## config.mk

```make
export PLATFORM = sky130hd
export DESIGN_NAME = dedup_fifo_queue
export DESIGN_NICKNAME = d
export VERILOG_FILES = /design/src/dfq_pkg.sv /design/src/dedup_fifo_queue.sv /design/src/dfq_cell.sv
export SDC_FILE = /design/constraint.sdc
export NUM_CORES = 1
export LEC_CHECK = 0
export BUFFER_PORTS_ARGS = -buffer_cell sky130_fd_sc_hd__clkbuf_2
export CAP_MARGIN = 20
export CORE_MARGIN = 2
export CORE_UTILIZATION = 65
export CTS_CLUSTER_SIZE = 30
export DETAILED_ROUTE_END_ITERATION = 12
export HOLD_SLACK_MARGIN = 0.03
export MAX_ROUTING_LAYER = met4
export PLACE_DENSITY = 0.83
export SLEW_MARGIN = 20
export SYNTH_ARGS = -nofsm -noshare
export SYNTH_HDL_FRONTEND = slang
export SYNTH_SLANG_ARGS = --single-unit
export TNS_END_PERCENT = 20
```

## constraint.sdc

```tcl
create_clock -name clk -period 8 [get_ports clk]
set_input_delay 1.6 -clock clk [delete_from_list [all_inputs] [get_ports clk]]
set_output_delay 1.6 -clock clk [all_outputs]
set_load 0.02 [all_outputs]
```

## src/dfq_pkg.sv

```systemverilog
// dfq_pkg: shared sizes, codes and types for the duplicate-rejecting queue.
// No dependencies; used by every file in src.
`default_nettype none

package dfq_pkg;

  // Queue geometry
  localparam int DEPTH     = 16;
  localparam int ITEM_BITS = 32;
  localparam int CNT_W     = $clog2(DEPTH + 1);

  // Fixed field widths of the stream words
  localparam int VALUE_FIELD_W = 32;
  localparam int COUNT_FIELD_W = 5;
  localparam int STATUS_W      = 2;
  localparam int IN_DATA_W     = 32;
  localparam int OUT_DATA_W    = 40;
  localparam int OUT_PAD_W     = OUT_DATA_W - VALUE_FIELD_W - COUNT_FIELD_W;

  typedef enum logic {
    OP_INSERT = 1'b0,
    OP_REMOVE = 1'b1
  } op_t;

  typedef enum logic [STATUS_W-1:0] {
    ST_OK     = 2'd0,
    ST_REJECT = 2'd1,
    ST_FULL   = 2'd2,
    ST_EMPTY  = 2'd3
  } status_t;

  // Per-cell control: shift pulls from the upper neighbor, load takes the new value
  typedef struct packed {
    logic shift;
    logic load;
  } ctrl_t;

endpackage

`default_nettype wire

```

## src/dedup_fifo_queue.sv

```systemverilog
// dedup_fifo_queue: top level, a row of dfq_cell slots plus control and result register.
// Depends on dfq_pkg and dfq_cell.
`default_nettype none

// A first-in first-out queue of DEPTH nonzero handles that refuses duplicates.
// Each input word is an insert (tuser 0, handle in tdata) or a remove
// (tuser 1). Every input word yields exactly one output word: status in
// tuser (ok, null/duplicate rejected, full, empty), popped handle in
// tdata[31:0] (zero unless a remove succeeded) and the count after the
// operation in tdata[36:32]. The slots form a row of cells with the head in
// cell 0: an insert loads the cell at the current count, a remove shifts
// every cell down by one toward the head. Each cell compares its contents to
// the incoming handle, so the duplicate check is one OR across the row.
// One word is taken per clock while the result register can take it; the result
// is registered, and input is taken whenever that register is empty or is being
// drained in the same cycle, so back-to-back traffic runs at one word per
// clock with no bubbles. Reset (rst, synchronous) empties the queue.

module dedup_fifo_queue (
  input  wire logic                          clk,
  input  wire logic                          rst,
  // input words
  input  wire logic                          s_tvalid,
  output logic                               s_tready,
  input  wire logic [dfq_pkg::IN_DATA_W-1:0] s_tdata,   // [31:0] item_value
  input  wire logic [0:0]                    s_tuser,   // [0] operation
  // result words
  output logic                               m_tvalid,
  input  wire logic                          m_tready,
  output logic [dfq_pkg::OUT_DATA_W-1:0]     m_tdata,   // [31:0] popped_value,
                                                        // [36:32] entry_count, rest 0
  output logic [dfq_pkg::STATUS_W-1:0]       m_tuser    // [1:0] status
);

  // Row state
  logic [dfq_pkg::ITEM_BITS-1:0] cell_value [dfq_pkg::DEPTH];
  logic                          cell_valid [dfq_pkg::DEPTH];
  logic [dfq_pkg::DEPTH-1:0]     cell_match;
  dfq_pkg::ctrl_t                cell_ctrl  [dfq_pkg::DEPTH];

  logic [dfq_pkg::CNT_W-1:0]     count;
  logic [dfq_pkg::CNT_W-1:0]     count_next;

  // Result register
  dfq_pkg::status_t                  res_status;
  logic [dfq_pkg::VALUE_FIELD_W-1:0] res_popped;
  logic [dfq_pkg::COUNT_FIELD_W-1:0] res_count;

  // Decode of the current word
  logic                          accept;
  dfq_pkg::op_t                  op;
  logic [dfq_pkg::ITEM_BITS-1:0] in_value;
  logic                          is_dup;
  logic                          is_full;
  logic                          is_empty;
  logic                          do_insert;
  logic                          do_remove;
  dfq_pkg::status_t              status_next;
  logic [dfq_pkg::VALUE_FIELD_W-1:0] popped_next;

  assign s_tready = !m_tvalid || m_tready;
  assign accept   = s_tvalid && s_tready;
  assign op       = dfq_pkg::op_t'(s_tuser[0]);
  assign in_value = dfq_pkg::ITEM_BITS'(s_tdata);

  assign is_dup   = |cell_match;
  assign is_full  = (count == dfq_pkg::CNT_W'(dfq_pkg::DEPTH));
  assign is_empty = (count == '0);

  // Status priority: null/duplicate before full
  always_comb begin
    status_next = dfq_pkg::ST_OK;
    popped_next = '0;
    do_insert   = 1'b0;
    do_remove   = 1'b0;
    unique case (op)
      dfq_pkg::OP_INSERT: begin
        priority if (in_value == '0 || is_dup) begin
          status_next = dfq_pkg::ST_REJECT;
        end else if (is_full) begin
          status_next = dfq_pkg::ST_FULL;
        end else begin
          do_insert = accept;
        end
      end
      dfq_pkg::OP_REMOVE: begin
        if (is_empty) begin
          status_next = dfq_pkg::ST_EMPTY;
        end else begin
          popped_next = dfq_pkg::VALUE_FIELD_W'(cell_value[0]);
          do_remove   = accept;
        end
      end
      default: begin
        status_next = dfq_pkg::ST_OK;
      end
    endcase
  end

  always_comb begin
    priority if (do_insert) begin
      count_next = count + dfq_pkg::CNT_W'(1);
    end else if (do_remove) begin
      count_next = count - dfq_pkg::CNT_W'(1);
    end else begin
      count_next = count;
    end
  end

  always_ff @(posedge clk) begin
    if (rst) begin
      count <= '0;
    end else begin
      count <= count_next;
    end
  end

  // Cell row: cell 0 is the head; the top cell pulls in an empty slot on a shift
  for (genvar i = 0; i < dfq_pkg::DEPTH; i++) begin : g_cell
    logic [dfq_pkg::ITEM_BITS-1:0] up_value;
    logic                          up_valid;

    if (i == dfq_pkg::DEPTH - 1) begin : g_top
      assign up_value = '0;
      assign up_valid = 1'b0;
    end else begin : g_mid
      assign up_value = cell_value[i+1];
      assign up_valid = cell_valid[i+1];
    end

    assign cell_ctrl[i].shift = do_remove;
    assign cell_ctrl[i].load  = do_insert && (count == dfq_pkg::CNT_W'(i));

    dfq_cell u_cell (
      .clk       (clk),
      .rst       (rst),
      .ctrl      (cell_ctrl[i]),
      .up_value  (up_value),
      .up_valid  (up_valid),
      .new_value (in_value),
      .value     (cell_value[i]),
      .valid     (cell_valid[i]),
      .match     (cell_match[i])
    );
  end

  // Result register
  always_ff @(posedge clk) begin
    if (rst) begin
      m_tvalid <= 1'b0;
    end else if (accept) begin
      m_tvalid <= 1'b1;
    end else if (m_tready) begin
      m_tvalid <= 1'b0;
    end
  end

  always_ff @(posedge clk) begin
    if (accept) begin
      res_status <= status_next;
      res_popped <= popped_next;
      res_count  <= dfq_pkg::COUNT_FIELD_W'(count_next);
    end
  end

  assign m_tdata = {{dfq_pkg::OUT_PAD_W{1'b0}}, res_count, res_popped};
  assign m_tuser = res_status;

endmodule

`default_nettype wire

```

## src/dfq_cell.sv

```systemverilog
// dfq_cell: one queue slot with its valid bit and its own equality compare.
// Depends on dfq_pkg.
`default_nettype none

module dfq_cell (
  input  wire logic                          clk,
  input  wire logic                          rst,
  input  wire dfq_pkg::ctrl_t                ctrl,
  input  wire logic [dfq_pkg::ITEM_BITS-1:0] up_value,  // from upper neighbor
  input  wire logic                          up_valid,
  input  wire logic [dfq_pkg::ITEM_BITS-1:0] new_value, // insert / compare value
  output logic      [dfq_pkg::ITEM_BITS-1:0] value,
  output logic                               valid,
  output logic                               match
);

  always_ff @(posedge clk) begin
    if (ctrl.shift) begin
      value <= up_value;
    end else if (ctrl.load) begin
      value <= new_value;
    end
  end

  always_ff @(posedge clk) begin
    if (rst) begin
      valid <= 1'b0;
    end else if (ctrl.shift) begin
      valid <= up_valid;
    end else if (ctrl.load) begin
      valid <= 1'b1;
    end
  end

  assign match = valid && (value == new_value);

endmodule

`default_nettype wire

```

==> flow_summary.ini <==
[clock_network]
clock_insertion_delay_worst_skew_ps = 630
clkSinkCount = 573
clock-root-buffer = clkbuf_16
htreeDepth = 2
tritoncts = built
post_cts_resized = 0
clk_transition_reported_paths_ps = 60
longest_clk_path_bufs = 3
tritoncts.num_buffers = 59
cts_post_setup_buffers_inserted = 0
cts.hold.buffers_added = 0

[logic_synthesis]
synth.avg_cell_area_um2 = 12.8
synthesis.instances = 2254
synthFlopType = edfxtp_1
yosysWarnings = 0
synth.cell_area_um2 = 28800
number_of_flops_mapped_to_enable_cells_by_yosys = 519
asyncSetResetFlopFracSynth_pct = 0
yosysSeqAreaShare_pct = 57.9
synth_seq_cells = 573
synth.lib_cells_used.distinct = 53

[routing]
detail_route.wirelength_mm = 82.7
dr.pass1.iters = 6
dr_wl_met3_mm = 5.28
wl_per_cell_um = 28.4
drtIter0Drc = 2068
vias = 18900
remaining_routing_drc_violations = 0
drt-met1-wl_mm = 29.3
antenna_left = 0
top_layer_used = met4
detail_route.vias_per_cell = 6.48
met2_length_mm = 40.0

[layout]
mostFrequentLayoutCells = edfxtp_1, a21o_1, xor2_1
fillers = 2996
most_common_cell_after_layout_fill_and_taps_aside = edfxtp_1
area_delta_synth_final_pct = 9.70
finish.net_count = 2312
final_layout_size_suffix_gt1_share_pct = 11.2
layout.core_utilization_pct = 71.9
seqCellArea_um2 = 16700
stdcell_count = 2913
layout.cell_area.non_filler_um2 = 31600
multiInputGateArea_um2 = 11000

[timing]
worst_clock_skew_ps = 20.9
min_period_ps = 5620
slew_headroom_pct = 26.5
setup_viol = 0
max_slew.worst_pin.slew_ps = 1090
finalMaxSlewViolations = 0
final.setup.tns_ps = 0
period_share_pct = 70.3
achievable-frequency_ghz = 0.178
hold_viol = 0
setup_repair_after_global_routing_missed_its_margin = false

[placement]
globalplace.congestion = 1.02
postPlaceCellArea_um2 = 29500
place.port_buffers = 77
dp.final_hpwl_mm = 59.6
post_place_cells = 2799

[worst_setup_path]
crit-reg2reg-launch = g_cell[11].u_cell.value[20]
critical_path_peak_fanout = 32
reg2regPathDepth = 8
crit_path_start_kind = primary input
worstSetupEndpointType = register
setup_cp_type = primary input to register
worstSetupStartpoint = s_tdata[27]
crit_arrival_ps = 5860
critPathRequiredTime_ps = 8240

[floorplanning]
core_um2 = 43900
die_area_um2 = 46000
placement_rows = 77
initial_core_util_pct = 65.5
dieHeight_um = 214
die_width_um = 214
boundaryPins = 81

[power_and_ir_drop]
powerDensity_nw_per_um2 = 305
p_total_mw = 9.62
ir_worst_vdd_mv = 0.238
total_leakage_power_nw = 13.6

[grt]
global_route.usage.total_pct = 37.1
first_global_vias = 19100
grt_start_max_net_pins = 202
grt_pass1_wl_mm = 121
grt.overflow.total = 0
grt_antenna_before_repair = 2

[outcome]
outcome = complete, no violations

[worst_hold_path]
worst_hold_path_type = register to register
min_delay_path_depth = 2
timing.hold.worst.start = g_cell[15].u_cell.value[13]

[flow_run]
maxCapViolations = 0
[kinds of logic (layout without fill, tap and decap cells)]
group,count (synthesis),in the layout,share of synthesized area [%]
other,1,5,0.0130
flip-flops,573,573,57.9
AND/OR/NAND/NOR,352,352,6.72
adder cells (fa/ha/maj),6,6,0.261
XOR/XNOR,505,505,15.4
AO/OA/AOI/OAI,564,564,14.4
multiplexers,33,33,1.15
buffers and inverters,220,283,4.14
[power breakdown]
group          leakage [nW]  internal [mW]  switching [mW]
sequential             5.26           4.07           0.368
clock                  1.03           1.77            1.18
combinational          7.35          0.776            1.46
total                  13.6           6.61            3.01
[metrics by stage]
stage / worst slack (ps) / hold WS (ps)
5_1_grt: 2310 / 519
4_1_cts: 2420 / 492
2_1_floorplan: 2780 / 444
3_3_place_gp: 1830 / 476
3_5_place_dp: 1800 / 486
6_report: 2380 / 492
[worst paths after layout]
check | end | slack (ps)
setup / recovery | g_cell[10].u_cell.value[16] | 2380
hold / removal | g_cell[15].u_cell.value[13] | 490
setup reg to reg | g_cell[10].u_cell.value[16] | 3560
hold reg to reg | g_cell[15].u_cell.value[13] | 490
[Yosys cell counts, types with 32 or more instances]
cell | instances | area (um^2)
edfxtp_1 | 519 | 15600
and2_1 | 33 | 206
a21o_1 | 480 | 3600
nor4_1 | 108 | 676
dfxtp_1 | 54 | 1080
buf_2 | 65 | 325
nand4_1 | 38 | 238
nand2_1 | 49 | 184
mux2i_1 | 32 | 320
clkbuf_1 | 64 | 240
nand3_1 | 33 | 165
inv_1 | 35 | 131
nor2_1 | 46 | 173
xnor2_1 | 114 | 998
xor2_1 | 391 | 3420
[layer usage]
layer | vias to the layer above | track usage, %
li1 | 8209 | -
met1 | 9401 | 42.3
met2 | 979 | 60.0
met3 | 289 | 4.09
met4 | 0 | 30.0
met5 | - | -
[flip-flops by register name, indices dropped and copies added (netlist names)]
name,count
count,5
g_cell.u_cell.valid,16
g_cell.u_cell.value,512
m_tuser,2
m_tvalid,1
res_count,5
res_popped,32
[final cells by class]
| cell class | count | area share [%] |
|---|---|---|
| Tap cell | 592 | 2.35 |
| Clock inverter | 30 | 1.19 |
| Clock buffer | 81 | 5.39 |
| Antenna cell | 2 | 0.0158 |
| Sequential cell | 573 | 52.8 |
| Timing Repair Buffer | 132 | 2.84 |
| Inverter | 40 | 0.475 |
| Multi-Input combinational cell | 1463 | 35.0 |
[critical path, stage by stage]
cell and delay [ps]:
clkbuf_2 530, xor2_1 490, nor4_1 100, nand4_1 110
nor4_1 90, nor4_1 830, and3_1 670, nand4b_2 450
o21ai_4 940
(Power assumes the default switching activity.)
